==> src/hw/rtl/kst_pkg.sv <==
// kst_pkg: shared types and constants for the knob-set countdown timer
// no dependencies; imported by kst_step and knob_set_countdown_timer
package kst_pkg;

    // default parameter values
    localparam int MAX_MINUTES_DEF      = 99;
    localparam int TICKS_PER_SECOND_DEF = 1000;

    // fixed field widths of the ports
    localparam int REQ_W    = 2;
    localparam int DELTA_W  = 6;
    localparam int PHASE_W  = 2;
    localparam int MIN_W    = 7;
    localparam int SEC_W    = 6;
    localparam int REMAIN_W = 13;

    // time constants
    localparam int SEC_PER_MIN     = 60;
    localparam int MAX_SECONDS     = 59;
    localparam int INIT_MINUTES_RST = 5;

    // request kinds carried in req_type
    typedef enum logic [REQ_W-1:0] {
        REQ_KNOB  = 2'd0,
        REQ_SHORT = 2'd1,
        REQ_LONG  = 2'd2,
        REQ_TICK  = 2'd3
    } kst_req_t;

    // view phases
    typedef enum logic [PHASE_W-1:0] {
        PH_SET_MIN = 2'd0,
        PH_SET_SEC = 2'd1,
        PH_RUN     = 2'd2,
        PH_ABORT   = 2'd3
    } kst_phase_t;

    // one result item
    typedef struct packed {
        kst_phase_t          phase_now;
        logic [MIN_W-1:0]    minutes_set;
        logic [SEC_W-1:0]    seconds_set;
        logic                running;
        logic [REMAIN_W-1:0] remaining_seconds;
        logic                expired;
        logic                leave;
    } kst_result_t;

endpackage

==> src/hw/rtl/knob_set_countdown_timer.sv <==
// knob_set_countdown_timer: top level with input register, timer state and result register
// depends on kst_pkg and kst_step
//
// Countdown timer set with a rotary knob. Requests (knob turn, short press,
// long press, one tick) enter through in_valid/in_ready and each yields
// exactly one result on out_valid/out_ready. Throughput is one request per
// clock while the result side is not stalled; a request is held in the input
// register, then the whole state update is done in a single pass into the result
// register. in_ready stays high as long as the result register is empty or
// being taken, so stalls on the output side back up through at most two
// stages. initial_minutes is written through cfg_valid/cfg_ready (always
// ready) and takes effect at the next re-entry into minute setup.
module knob_set_countdown_timer #(
    parameter int MaxMinutes     = kst_pkg::MAX_MINUTES_DEF,
    parameter int TicksPerSecond = kst_pkg::TICKS_PER_SECOND_DEF
) (
    input  logic                              clk,
    input  logic                              rst_n,
    // request channel
    input  logic                              in_valid,
    output logic                              in_ready,
    input  logic [kst_pkg::REQ_W-1:0]         req_type,
    input  logic signed [kst_pkg::DELTA_W-1:0] knob_delta,
    // result channel
    output logic                              out_valid,
    input  logic                              out_ready,
    output logic [kst_pkg::PHASE_W-1:0]       phase_now,
    output logic [kst_pkg::MIN_W-1:0]         minutes_set,
    output logic [kst_pkg::SEC_W-1:0]         seconds_set,
    output logic                              running,
    output logic [kst_pkg::REMAIN_W-1:0]      remaining_seconds,
    output logic                              expired,
    output logic                              leave,
    // configuration channel
    input  logic                              cfg_valid,
    output logic                              cfg_ready,
    input  logic [kst_pkg::MIN_W-1:0]         initial_minutes
);
    import kst_pkg::*;

    localparam int MinBits  = $clog2(MaxMinutes + 1);
    localparam int MinRegW  = (MinBits > MIN_W) ? MinBits : MIN_W;
    localparam int MinTop   = (MaxMinutes > 127) ? MaxMinutes : 127;
    localparam int SecLeftW = $clog2(MinTop * SEC_PER_MIN + SEC_PER_MIN);
    localparam int MsW      = (TicksPerSecond > 1) ? $clog2(TicksPerSecond) : 1;

    // input register
    logic                   in_valid_reg;
    kst_req_t               req_reg;
    logic [DELTA_W-1:0]     delta_reg;

    // timer state
    logic [MIN_W-1:0]       init_min_reg;
    kst_phase_t             phase_reg;
    logic [MinRegW-1:0]     minutes_reg;
    logic [SEC_W-1:0]       seconds_reg;
    logic                   running_reg;
    logic [SecLeftW-1:0]    secs_left_reg;
    logic [MsW-1:0]         ms_left_reg;

    kst_phase_t             phase_next;
    logic [MinRegW-1:0]     minutes_next;
    logic [SEC_W-1:0]       seconds_next;
    logic                   running_next;
    logic [SecLeftW-1:0]    secs_left_next;
    logic [MsW-1:0]         ms_left_next;

    // result register
    logic                   out_valid_reg;
    kst_result_t            res_reg;
    kst_result_t            res_next;

    logic                   advance;

    // stage handshake
    assign advance   = in_valid_reg && (!out_valid_reg || out_ready);
    assign in_ready  = !in_valid_reg || advance;
    assign cfg_ready = 1'b1;

    kst_step #(
        .MaxMinutes     (MaxMinutes),
        .TicksPerSecond (TicksPerSecond),
        .MinRegW        (MinRegW),
        .SecLeftW       (SecLeftW),
        .MsW            (MsW)
    ) u_step (
        .req            (req_reg),
        .knob_delta     (delta_reg),
        .init_minutes   (init_min_reg),
        .phase          (phase_reg),
        .minutes        (minutes_reg),
        .seconds        (seconds_reg),
        .running        (running_reg),
        .secs_left      (secs_left_reg),
        .ms_left        (ms_left_reg),
        .phase_next     (phase_next),
        .minutes_next   (minutes_next),
        .seconds_next   (seconds_next),
        .running_next   (running_next),
        .secs_left_next (secs_left_next),
        .ms_left_next   (ms_left_next),
        .result         (res_next)
    );

    // input register load
    always_ff @(posedge clk or negedge rst_n)
    begin
        if (!rst_n)
            in_valid_reg <= 1'b0;
        else if (in_ready)
            in_valid_reg <= in_valid;
    end

    always_ff @(posedge clk or negedge rst_n)
    begin
        if (!rst_n)
        begin
            req_reg   <= REQ_KNOB;
            delta_reg <= '0;
        end
        else if (in_valid && in_ready)
        begin
            req_reg   <= kst_req_t'(req_type);
            delta_reg <= knob_delta;
        end
    end

    // configuration register
    always_ff @(posedge clk or negedge rst_n)
    begin
        if (!rst_n)
            init_min_reg <= MIN_W'(INIT_MINUTES_RST);
        else if (cfg_valid && cfg_ready)
            init_min_reg <= initial_minutes;
    end

    // timer state update
    always_ff @(posedge clk or negedge rst_n)
    begin
        if (!rst_n)
        begin
            phase_reg     <= PH_SET_MIN;
            minutes_reg   <= MinRegW'(INIT_MINUTES_RST);
            seconds_reg   <= '0;
            running_reg   <= 1'b0;
            secs_left_reg <= '0;
            ms_left_reg   <= '0;
        end
        else if (advance)
        begin
            phase_reg     <= phase_next;
            minutes_reg   <= minutes_next;
            seconds_reg   <= seconds_next;
            running_reg   <= running_next;
            secs_left_reg <= secs_left_next;
            ms_left_reg   <= ms_left_next;
        end
    end

    // result register
    always_ff @(posedge clk or negedge rst_n)
    begin
        if (!rst_n)
            out_valid_reg <= 1'b0;
        else if (advance)
            out_valid_reg <= 1'b1;
        else if (out_ready)
            out_valid_reg <= 1'b0;
    end

    always_ff @(posedge clk)
    begin
        if (advance)
            res_reg <= res_next;
    end

    // output fields
    assign out_valid         = out_valid_reg;
    assign phase_now         = res_reg.phase_now;
    assign minutes_set       = res_reg.minutes_set;
    assign seconds_set       = res_reg.seconds_set;
    assign running           = res_reg.running;
    assign remaining_seconds = res_reg.remaining_seconds;
    assign expired           = res_reg.expired;
    assign leave             = res_reg.leave;

`ifndef ASSERT_OFF
    // an idle timer holds no leftover count
    a_idle_clear: assert property (@(posedge clk) disable iff (!rst_n)
        !running_reg |-> (secs_left_reg == '0 && ms_left_reg == '0))
        else $error("count left while not running");

    // tick count within one second
    a_ms_range: assert property (@(posedge clk) disable iff (!rst_n)
        ms_left_reg <= MsW'(TicksPerSecond - 1))
        else $error("tick count out of range");

    // expiry always ends the run
    a_expire_stops: assert property (@(posedge clk) disable iff (!rst_n)
        out_valid_reg && res_reg.expired |-> !res_reg.running)
        else $error("expired while still running");

    // leaving without a run lands in minute setup
    a_leave_idle: assert property (@(posedge clk) disable iff (!rst_n)
        out_valid_reg && res_reg.leave && !res_reg.running
        |-> res_reg.phase_now == PH_SET_MIN)
        else $error("re-entry without run not in minute setup");

    // a stalled request is not dropped
    a_stall_hold: assert property (@(posedge clk) disable iff (!rst_n)
        in_valid_reg && !advance |=> in_valid_reg && $stable(req_reg))
        else $error("stalled request lost");
`endif

endmodule

==> src/hw/rtl/kst_step.sv <==
// kst_step: next-state and result logic for one request of the timer
// depends on kst_pkg; instantiated by knob_set_countdown_timer
module kst_step #(
    parameter int MaxMinutes     = kst_pkg::MAX_MINUTES_DEF,
    parameter int TicksPerSecond = kst_pkg::TICKS_PER_SECOND_DEF,
    parameter int MinRegW        = kst_pkg::MIN_W,
    parameter int SecLeftW       = kst_pkg::REMAIN_W,
    parameter int MsW            = 10
) (
    input  kst_pkg::kst_req_t                  req,
    input  logic [kst_pkg::DELTA_W-1:0]        knob_delta,
    input  logic [kst_pkg::MIN_W-1:0]          init_minutes,
    input  kst_pkg::kst_phase_t                phase,
    input  logic [MinRegW-1:0]                 minutes,
    input  logic [kst_pkg::SEC_W-1:0]          seconds,
    input  logic                               running,
    input  logic [SecLeftW-1:0]                secs_left,
    input  logic [MsW-1:0]                     ms_left,
    output kst_pkg::kst_phase_t                phase_next,
    output logic [MinRegW-1:0]                 minutes_next,
    output logic [kst_pkg::SEC_W-1:0]          seconds_next,
    output logic                               running_next,
    output logic [SecLeftW-1:0]                secs_left_next,
    output logic [MsW-1:0]                     ms_left_next,
    output kst_pkg::kst_result_t               result
);
    import kst_pkg::*;

    localparam int SumW = MinRegW + 2;

    logic signed [SumW-1:0] min_sum;
    logic signed [7:0]      sec_sum;
    logic [SecLeftW-1:0]    start_secs;
    logic                   expired;
    logic                   leave;

    // knob sums and start value
    always_comb
    begin
        min_sum    = $signed({2'b00, minutes})
                   + $signed({{(SumW-DELTA_W){knob_delta[DELTA_W-1]}}, knob_delta});
        sec_sum    = $signed({2'b00, seconds})
                   + $signed({{(8-DELTA_W){knob_delta[DELTA_W-1]}}, knob_delta});
        start_secs = SecLeftW'(minutes) * SecLeftW'(SEC_PER_MIN) + SecLeftW'(seconds);
    end

    // request decode and state update
    always_comb
    begin
        phase_next     = phase;
        minutes_next   = minutes;
        seconds_next   = seconds;
        running_next   = running;
        secs_left_next = secs_left;
        ms_left_next   = ms_left;
        expired        = 1'b0;
        leave          = 1'b0;
        unique case (req)
            REQ_KNOB:
            begin
                if (phase == PH_SET_MIN)
                begin
                    if (min_sum < 0)
                        minutes_next = MinRegW'(MaxMinutes);
                    else if (min_sum > $signed(SumW'(MaxMinutes)))
                        minutes_next = '0;
                    else
                        minutes_next = min_sum[MinRegW-1:0];
                end
                else if (phase == PH_SET_SEC)
                begin
                    if (sec_sum < 0)
                        seconds_next = SEC_W'(MAX_SECONDS);
                    else if (sec_sum > $signed(8'(MAX_SECONDS)))
                        seconds_next = '0;
                    else
                        seconds_next = sec_sum[SEC_W-1:0];
                end
            end
            REQ_SHORT:
            begin
                unique case (phase)
                    PH_SET_MIN: phase_next = PH_SET_SEC;
                    PH_SET_SEC:
                    begin
                        if (minutes != '0 || seconds != '0)
                        begin
                            phase_next     = PH_RUN;
                            running_next   = 1'b1;
                            secs_left_next = start_secs;
                            ms_left_next   = '0;
                        end
                    end
                    PH_RUN: phase_next = PH_ABORT;
                    PH_ABORT:
                    begin
                        running_next   = 1'b0;
                        secs_left_next = '0;
                        ms_left_next   = '0;
                        phase_next     = PH_SET_MIN;
                    end
                endcase
            end
            REQ_LONG:
            begin
                if (phase == PH_ABORT)
                    phase_next = PH_RUN;
                else if (phase == PH_SET_SEC)
                    phase_next = PH_SET_MIN;
                else
                begin
                    // leave and re-enter
                    leave = 1'b1;
                    if (running)
                        phase_next = PH_RUN;
                    else
                    begin
                        phase_next   = PH_SET_MIN;
                        minutes_next = MinRegW'(init_minutes);
                        seconds_next = '0;
                    end
                end
            end
            REQ_TICK:
            begin
                if (running)
                begin
                    if (ms_left != '0)
                        ms_left_next = ms_left - 1'b1;
                    else if (secs_left != '0)
                    begin
                        secs_left_next = secs_left - 1'b1;
                        ms_left_next   = MsW'(TicksPerSecond - 1);
                    end
                    // count reached zero
                    if (secs_left_next == '0 && ms_left_next == '0)
                    begin
                        running_next   = 1'b0;
                        secs_left_next = '0;
                        ms_left_next   = '0;
                        expired        = 1'b1;
                        if (phase == PH_RUN)
                        begin
                            leave        = 1'b1;
                            phase_next   = PH_SET_MIN;
                            minutes_next = MinRegW'(init_minutes);
                            seconds_next = '0;
                        end
                    end
                end
            end
        endcase
    end

    // result fields from the updated state
    always_comb
    begin
        result.phase_now         = phase_next;
        result.minutes_set       = minutes_next[MIN_W-1:0];
        result.seconds_set       = seconds_next;
        result.running           = running_next;
        result.remaining_seconds = running_next ? secs_left_next[REMAIN_W-1:0] : '0;
        result.expired           = expired;
        result.leave             = leave;
    end

endmodule
==> config.mk <==
export PLATFORM = sky130hd
export DESIGN_NAME = knob_set_countdown_timer
export DESIGN_NICKNAME = d
export VERILOG_FILES = /design/src/hw/rtl/kst_pkg.sv /design/src/hw/rtl/knob_set_countdown_timer.sv /design/src/hw/rtl/kst_step.sv
export SDC_FILE = /design/constraint.sdc
export NUM_CORES = 1
export LEC_CHECK = 0
export BUFFER_PORTS_ARGS = -buffer_cell sky130_fd_sc_hd__buf_2
export CAP_MARGIN = 30
export CORE_UTILIZATION = 51
export DETAILED_ROUTE_END_ITERATION = 7
export HOLD_SLACK_MARGIN = 0.06
export PLACE_DENSITY = 0.69
export SLEW_MARGIN = 15
export SYNTH_ARGS = -nofsm -noshare
export SYNTH_HDL_FRONTEND = slang
export SYNTH_HIERARCHICAL = 1
export SYNTH_SLANG_ARGS = --single-unit
export TNS_END_PERCENT = 20
==> constraint.sdc <==
create_clock -name clk -period 6.3 [get_ports clk]
set_input_delay 0.63 -clock clk [delete_from_list [all_inputs] [get_ports clk]]
set_output_delay 0.63 -clock clk [all_outputs]
set_load 0.02 [all_outputs]
==> results.txt, run 1 <==
Setup crit end kind: flop
# DRC: 0
worst reg2reg path depth: 13
hold buffers post-CTS: 0
post-synthesis sequential area ratio: 31.9%
Die Span Y: 122 microns
most frequent cells in the layout: inv_1 (53), buf_2 (53), dfrtp_1 (52)
Layout Nets: 848
Cells after Synth: 754
clock root buffer: clkbuf_16
CTS Buf Count: 9
initial antenna violation count: 0
clk buf depth: 2
crit path DAT: 4.24 ns
area growth from synthesis to layout: 7.18%
CTS tree: done
total grt overflow: 0
die area: 14,900 sq um
R2R setup slack: 2.27 ns
total number of vias: 5,979
achievable clock frequency: 0.248 GHz
drt wl/cell: 19.0 microns
DR pass1 iterations: 5
CP max FO: 6
routability cong.: 0.947
filler instances: 1,200
Total GRT Usage: 25.4%
Vias/cell: 6.22
CP Launch Type: flop
clk slew on worst S/H paths: 0.07 ns
Multi-input gate area: 4480 sq um
H-tree levels: 3
Slew HR: 39.8%
fin crit period: 4.03 ns
Mapped Area: 7340 sq um
first-pass GRT wire length: 28.9 mm
layout cells sized above 1: 21.5%
row count: 43
CP Capture Point: remaining_seconds[12]$_DFFE_PP_
Synth cell types: 97
RSZ-0062 raised after global routing: no
Post-CTS Repair Setup Buffers: 0
final period utilization: 64.0%
FF-to-FF End: remaining_seconds[12]$_DFFE_PP_
critical path type: flop to flop
Final Setup Violations: 0
Port Buffer Count: 52
Setup crit start: minutes_reg[2]$_DFFE_PN1P_
Max Slew Vio Count: 0
post_cts resized: 0
Worst-Margin Slew: 0.892 ns
number of I/O pins: 54
Worst-Skew Late Latency: 0.36 ns
reg-to-reg startpoint: minutes_reg[2]$_DFFE_PN1P_
Final ANT Viol Nets: 0
Min-Delay Path Class: input pin to async pin
core area: 13,900 sq um
Post-synth ARST share: 64.4%
synthesized flop and latch total: 87
Min Hold Slack: 0.434 ns
Syn Area/Cell: 9.73 sq um
EDFF count, synth: 31
Yosys warnings: 6
Final Hold Fails: 0
Total Wirelength: 18.2 mm
vias in the first global route: 5,725
Reg area: 2340 sq um
dpl hpwl: 13.2 mm
Clock Skew: 0.00863 ns
Main synth FF type: dfrtp_1
ANT cells: 0
max_cap viols: 0
initial DRC count: 563
Initial Utilization: 52.6%
TNS Setup: 0 ns
pin count of the biggest net entering global routing: 57
Die Width: 122 microns
status: finished clean
CP required: 6.51 ns
clock sink total: 87
Syn Nets: 826
==> per-layer routing <==
metal  up-vias  part of all wire, %  GRT usage [%]
li1       2796                    -              -
met4         0                  3.9           13.0
met1      2873                   40           30.7
met3        51                  5.6           3.56
met2       259                   50           43.9
met5         -                    0              0
==> critical path, stage by stage (launching register included) <==
cell      delay, ns
dfstp_2        0.60
inv_1          0.15
fa_1           0.51
fa_1           0.52
inv_1          0.04
ha_1           0.36
nor2b_1        0.16
o21ai_0        0.20
a21oi_1        0.12
a211oi_1       0.28
xnor2_1        0.24
nand4_1        0.16
or3_1          0.39
a31oi_1        0.16
==> area by class of cell <==
class / instances / area share, %
multi-input cells: 567 / 57.0
repair buffers: 57 / 3.76
flip-flops and latches: 87 / 29.7
well taps: 180 / 2.86
inverters: 54 / 2.58
clock inverters: 6 / 1.19
clock buffers: 10 / 2.91
==> per-stage QoR <==
step	area, sq um	std cells	utilization, %	setup slack [ns]
6_report	7860	961	56.4	2.27
3_5_place_dp	7540	945	54.1	2.31
5_1_grt	7860	961	56.4	2.06
2_1_floorplan	7340	754	-	2.57
3_3_place_gp	7530	944	54.1	2.43
4_1_cts	7860	961	56.4	2.28
==> worst min-delay path by stage <==
stage                     slack (ns)  cells past startpoint                            end
after detailed placement        0.51                      1    init_min_reg[6]$_DFFE_PN0P_
after global routing            0.50                      2   secs_left_reg[1]$_DFFE_PN0P_
final                           0.43                      2     ms_left_reg[3]$_DFFE_PN0P_
after floorplan                 0.33                      0       delta_reg[0]$_DFFE_PN0P_
after CTS                       0.47                      2  secs_left_reg[11]$_DFFE_PN0P_
after global placement          0.49                      1          out_valid$_DFFE_PN0P_
==> synthesized netlist by cell type (all sizes together), types with 4 or more instances <==
cell type / number / share of area (%)
buf: 32 / 3.6
o31ai: 8 / 0.82
and2: 13 / 1.1
nand3b: 5 / 0.51
a221oi: 5 / 0.68
or3: 8 / 0.68
o41ai: 5 / 0.80
nand3: 21 / 1.5
clkbuf: 14 / 0.72
a21o: 8 / 0.82
xnor2: 15 / 1.8
inv: 54 / 2.8
o211ai: 8 / 0.89
o21ai: 61 / 4.4
and3: 6 / 0.51
nand4: 10 / 1.1
nor2b: 7 / 0.60
mux2: 55 / 10
nor4: 9 / 1.1
a21oi: 45 / 3.1
ha: 38 / 6.5
nand2b: 6 / 0.51
mux2i: 11 / 1.7
nor2: 53 / 3.0
nand2: 50 / 2.6
edfxtp: 31 / 13
a211oi: 7 / 0.96
nor3: 24 / 1.9
xor2: 8 / 0.96
dfrtp: 52 / 18
fa: 14 / 3.8
dfstp: 4 / 1.4
==> cells by family (layout without fill, tap and decap cells) <==
logic type | Yosys count | after routing | synth area share [%]
DFF | 87 | 87 | 31.9
adders and majority gates | 52 | 52 | 10.3
and+or+nand+nor | 230 | 230 | 17.3
xor gates and xnor gates | 23 | 23 | 2.75
buffers and inverters | 100 | 127 | 7.08
other | 1 | 1 | 0.0511
AOI/OAI and AO/OA | 195 | 195 | 18.6
muxes | 66 | 66 | 12.1
Power of run 1 is left out: the tool's default activity adds up to more than one toggle a clock period on the data nets, which glitch-free logic cannot reach.
==> run 2, diff against run 1 <==
Clock period 6.3 ns to 4.1 ns, I/O delays scaled along.
==> results.txt, run 2 (synthesized netlist as in run 1, its figures left out) <==
Max Slew Vio Count: 0 (unchanged)
worst path buffer plus inverter count: 1 (-1)
placed cell areas: 7610 sq um (+0.93%)
Cell Chain, Critical Path: inv_1, ha_1, nor3b_4, nand3_2, o32ai_1, o2111a_2, nand4_4, nor4_4, mux2i_1, o21ai_1, mux2_4
H-tree levels: 3 (unchanged)
hold path start: in_valid
Final Hold Fails: 0 (unchanged)
fin crit period: 3.89 ns (-0.143 ns)
clock root buffer: clkbuf_16
initial antenna violation count: 0 (unchanged)
dpl hpwl: 13.2 mm (about the same)
Min Hold Slack: 0.286 ns (-0.148 ns)
Clock Skew: 0.00809 ns (-0.000541 ns)
vias in the first global route: 5,727 (+0.035%)
total grt overflow: 0 (unchanged)
slowest CP cell: nor4_4
Initial Utilization: 52.6% (unchanged)
Slew HR: 36.2% (-3.5 points)
ANT cells: 0 (unchanged)
DR pass1 iterations: 8 (+3)
reg-to-reg startpoint: ms_left_reg[0]$_DFFE_PN0P_
R2R setup slack: 0.21 ns (-2.06 ns)
Cells on Worst Hold Path: 2
clk buf depth: 2 (unchanged)
layout cells sized above 1: 23.1% (+1.6 points)
max_cap viols: 0 (unchanged)
Final Setup Violations: 0 (unchanged)
most frequent cells in the layout: inv_1 (52), dfrtp_1 (52), buf_2 (52)
final period utilization: 94.9% (+31 points)
critical path type: flop to flop
pin count of the biggest net entering global routing: 41 (-28%)
area growth from synthesis to layout: 8.55%
Total Wirelength: 17.9 mm (-1.7%)
Setup crit end kind: flop
status: finished clean
# placed instances: 954 (+0.95%)
CP max FO: 11 (+5)
CP delay by family, top: simple AND/OR/NAND/NOR gates
CTS Buf Count: 9 (unchanged)
drt wl/cell: 18.4 microns (-3.1%)
row count: 43 (unchanged)
core area: 13,900 sq um (unchanged)
Port Buffer Count: 52 (unchanged)
Layout Nets: 862 (+1.7%)
routability cong.: 0.904 (-4.5%)
CP required: 4.34 ns (-2.17 ns)
Worst path max stage delay: 0.50 ns (-0.10 ns)
worst reg2reg path depth: 11 (-2)
Worst-Skew Late Latency: 0.35 ns (about the same)
die area: 14,900 sq um (unchanged)
Worst-Margin Slew: 0.953 ns (+0.0612 ns)
Vias/cell: 6.13 (-1.6%)
Total GRT Usage: 25.2% (-0.19 points)
# DRC: 0 (unchanged)
CP Launch Type: flop
crit path DAT: 4.13 ns (-0.11 ns)
achievable clock frequency: 0.257 GHz (+3.7%)
Hold Path Sink: in_valid_reg$_DFFE_PN0P_
total number of vias: 5,972 (-0.12%)
Die Width: 122 microns (unchanged)
Min-Delay Path Class: input pin to flop
Die Span Y: 122 microns (unchanged)
TNS Setup: 0 ns (unchanged)
CTS tree: done
clk slew on worst S/H paths: 0.07 ns (about the same)
number of I/O pins: 54 (unchanged)
FF-to-FF End: minutes_reg[5]$_DFFE_PN0P_
RSZ-0062 raised after global routing: no
Final ANT Viol Nets: 0 (unchanged)
clock sink total: 87 (unchanged)
first-pass GRT wire length: 29.0 mm (+0.36%)
Post-Layout Cell Count: 975 (+1.5%)
fin area: 7960 sq um (+1.3%)
initial DRC count: 492 (-13%)
## run 2: cell types whose count changed in the layout (fill, tap and decap cells not counted), sizes merged
cell,delta
clkbuf,-1
dlygate4sd3,+1
buf,+13
bufinv,-1
clkinvlp,-1
clkinv,+3
## run 2: layout make-up
cell class | count | area, sq um
clock buffers | 9 | 225
repair buffers | 71 | 405
multi-input cells | 567 | 4490
fillers | 1196 | 5970
flip-flops and latches | 87 | 2340
clock inverters | 7 | 72.6
well taps | 180 | 225
inverters | 54 | 203
## run 2: worst max path at each step
| stage | slack (ns) | end | from | depth (start not counted) |
|---|---|---|---|---|
| final | 0.21 | minutes_reg[5]$_DFFE_PN0P_ | ms_left_reg[0]$_DFFE_PN0P_ | 11 |
| after global routing | 0.002 | remaining_seconds[12]$_DFFE_PP_ | minutes_reg[2]$_DFFE_PN1P_ | 12 |
| after CTS | 0.1 | remaining_seconds[11]$_DFFE_PP_ | minutes_reg[2]$_DFFE_PN1P_ | 13 |
| after detailed placement | 0.10 | remaining_seconds[11]$_DFFE_PP_ | minutes_reg[2]$_DFFE_PN1P_ | 13 |
| after global placement | 0.22 | remaining_seconds[12]$_DFFE_PP_ | minutes_reg[2]$_DFFE_PN1P_ | 13 |
| after floorplan | 0.37 | remaining_seconds[12]$_DFFE_PP_ | minutes_reg[2]$_DFFE_PN1P_ | 13 |
## run 2: metal layers
metal	GRT usage [%]	routed length (microns)	up-vias
met5	0	0	-
met4	9.57	449	0
met3	3.56	825	45
met2	43.1	8880	207
met1	32.2	7750	2905
li1	-	-	2815
## run 2: timing repair
action	CTS	global route
setup buffers	0	4
endpoints found under the setup margin	0	6
hold buffers	1	0
resized for setup	0	5
hold endpoints to repair	16	0
## run 2: metrics by stage
stage	util [%]	worst slack, ns
2_1_floorplan	-	0.372
3_3_place_gp	54.6	0.220
3_5_place_dp	54.6	0.103
4_1_cts	56.8	0.0961
5_1_grt	57.1	0.00164
6_report	57.1	0.211
Power of run 2 is left out for the same reason.
==> run 3, diff against run 2 <==
Settings changed: PLACE_DENSITY 0.69 to unset, PLACE_DENSITY_LB_ADDON set to 0.15.
==> results.txt, run 3 (synthesized netlist as in run 1, its figures left out) <==
Port Buffer Count: 52 (unchanged)
Slew HR: 46.3% (+10 points)
Setup crit start: minutes_reg[2]$_DFFE_PN1P_
area growth from synthesis to layout: 8.80%
Worst-Margin Slew: 0.805 ns (-0.148 ns)
pin count of the biggest net entering global routing: 40 (-2.4%)
Worst-Skew Late Latency: 0.36 ns (about the same)
Initial Utilization: 52.6% (unchanged)
Max Slew Vio Count: 0 (unchanged)
Vias/cell: 6.17 (+0.67%)
first-pass GRT wire length: 28.8 mm (-1.0%)
vias in the first global route: 5,634 (-1.6%)
reg-to-reg startpoint: minutes_reg[2]$_DFFE_PN1P_
number of I/O pins: 54 (unchanged)
total number of vias: 6,012 (+0.67%)
Final Hold Fails: 0 (unchanged)
DR pass1 iterations: 7 (-1)
core area: 13,900 sq um (unchanged)
# DRC: 0 (unchanged)
Die Span Y: 122 microns (unchanged)
CP Launch Type: flop
Final Setup Violations: 0 (unchanged)
crit path DAT: 4.13 ns (about the same)
most frequent cells in the layout: inv_1 (52), dfrtp_1 (52), buf_2 (52)
achievable clock frequency: 0.254 GHz (-1.0%)
clock sink total: 87 (unchanged)
dpl hpwl: 13.2 mm (about the same)
Final ANT Viol Nets: 0 (unchanged)
clk buf depth: 2 (unchanged)
die area: 14,900 sq um (unchanged)
Clock Skew: 0.00770 ns (-0.000390 ns)
CTS Buf Count: 9 (unchanged)
TNS Setup: 0 ns (unchanged)
initial antenna violation count: 0 (unchanged)
Die Width: 122 microns (unchanged)
RSZ-0062 raised after global routing: no
row count: 43 (unchanged)
clock root buffer: clkbuf_16
Setup crit end kind: flop
CP max FO: 6 (-5)
CTS tree: done
ANT cells: 0 (unchanged)
total grt overflow: 0 (unchanged)
Layout Nets: 862 (unchanged)
Min-Delay Path Class: input pin to flop
final period utilization: 95.9% (+1.0 points)
status: finished clean
initial DRC count: 464 (-5.7%)
hold path start: in_valid
H-tree levels: 3 (unchanged)
max_cap viols: 0 (unchanged)
Total Wirelength: 17.9 mm (-0.15%)
critical path type: flop to flop
routability cong.: 0.880 (-2.6%)
drt wl/cell: 18.3 microns (-0.15%)
fin crit period: 3.93 ns (+0.0413 ns)
layout cells sized above 1: 23.1% (unchanged)
CP required: 4.30 ns (-0.04 ns)
Total GRT Usage: 25.3% (+0.050 points)
clk slew on worst S/H paths: 0.06 ns (about the same)
-- run 3: through the flow --
step / instance area, sq um / instances / setup WS, ns / hold slack, ns / util [%]
after floorplan: 7340 / 754 / 0.372 / 0.114 / -
after global placement: 7590 / 952 / 0.207 / 0.380 / 54.5
after detailed placement: 7620 / 953 / 0.0866 / 0.382 / 54.7
after CTS: 7930 / 970 / 0.0647 / 0.277 / 56.9
after global routing: 7980 / 975 / 0.00325 / 0.283 / 57.3
final: 7980 / 975 / 0.170 / 0.279 / 57.3
-- run 3: what timing repair did --
| action | CTS | global route |
|---|---|---|
| setup endpoints to repair | 0 | 7 |
| setup buffers | 0 | 5 |
| gates resized for setup | 0 | 4 |
| endpoints found under the hold margin | 17 | 0 |
| hold buffers | 1 | 0 |
-- run 3: final timing paths --
kind	end	slack, ns	cells past startpoint
setup / recovery	remaining_seconds[11]$_DFFE_PP_	0.17	13
hold / removal	in_valid_reg$_DFFE_PN0P_	0.28	2
setup reg to reg	remaining_seconds[11]$_DFFE_PP_	0.17	13
hold reg to reg	out_valid$_DFFE_PN0P_	0.53	1
max in group asynchronous	init_min_reg[2]$_DFFE_PN1P_	2.70	3
min in group asynchronous	ms_left_reg[5]$_DFFE_PN0P_	0.52	2
-- run 3: area by class of cell --
class                      instances  area, sq um
clock buffer                      11          243
timing repair buffer              71          425
multi-input combinational        567         4490
clock inverter                     5         57.6
sequential                        87         2340
tap                              180          225
inverter                          54          206
fill                            1206         5950
-- run 3: critical path: stages, from the launching register on --
cell	delay (ns)
dfstp_2	0.60
clkinvlp_4	0.16
fa_1	0.49
fa_1	0.52
inv_1	0.05
ha_2	0.32
nor2b_1	0.15
o21ai_1	0.17
a21oi_1	0.11
a211oi_1	0.26
xnor2_1	0.21
nand3_1	0.15
or3_1	0.39
a31oi_1	0.19
-- run 3: routing by layer --
layer	global-route usage, %	vias to the layer above	wire length [microns]	share of wire, %
li1	-	2818	-	-
met1	31.5	2921	7690	43
met2	42.2	229	8640	48
met3	3.51	44	902	5.0
met4	13.8	0	653	3.7
met5	0	-	0	0
Power of run 3 is left out for the same reason.
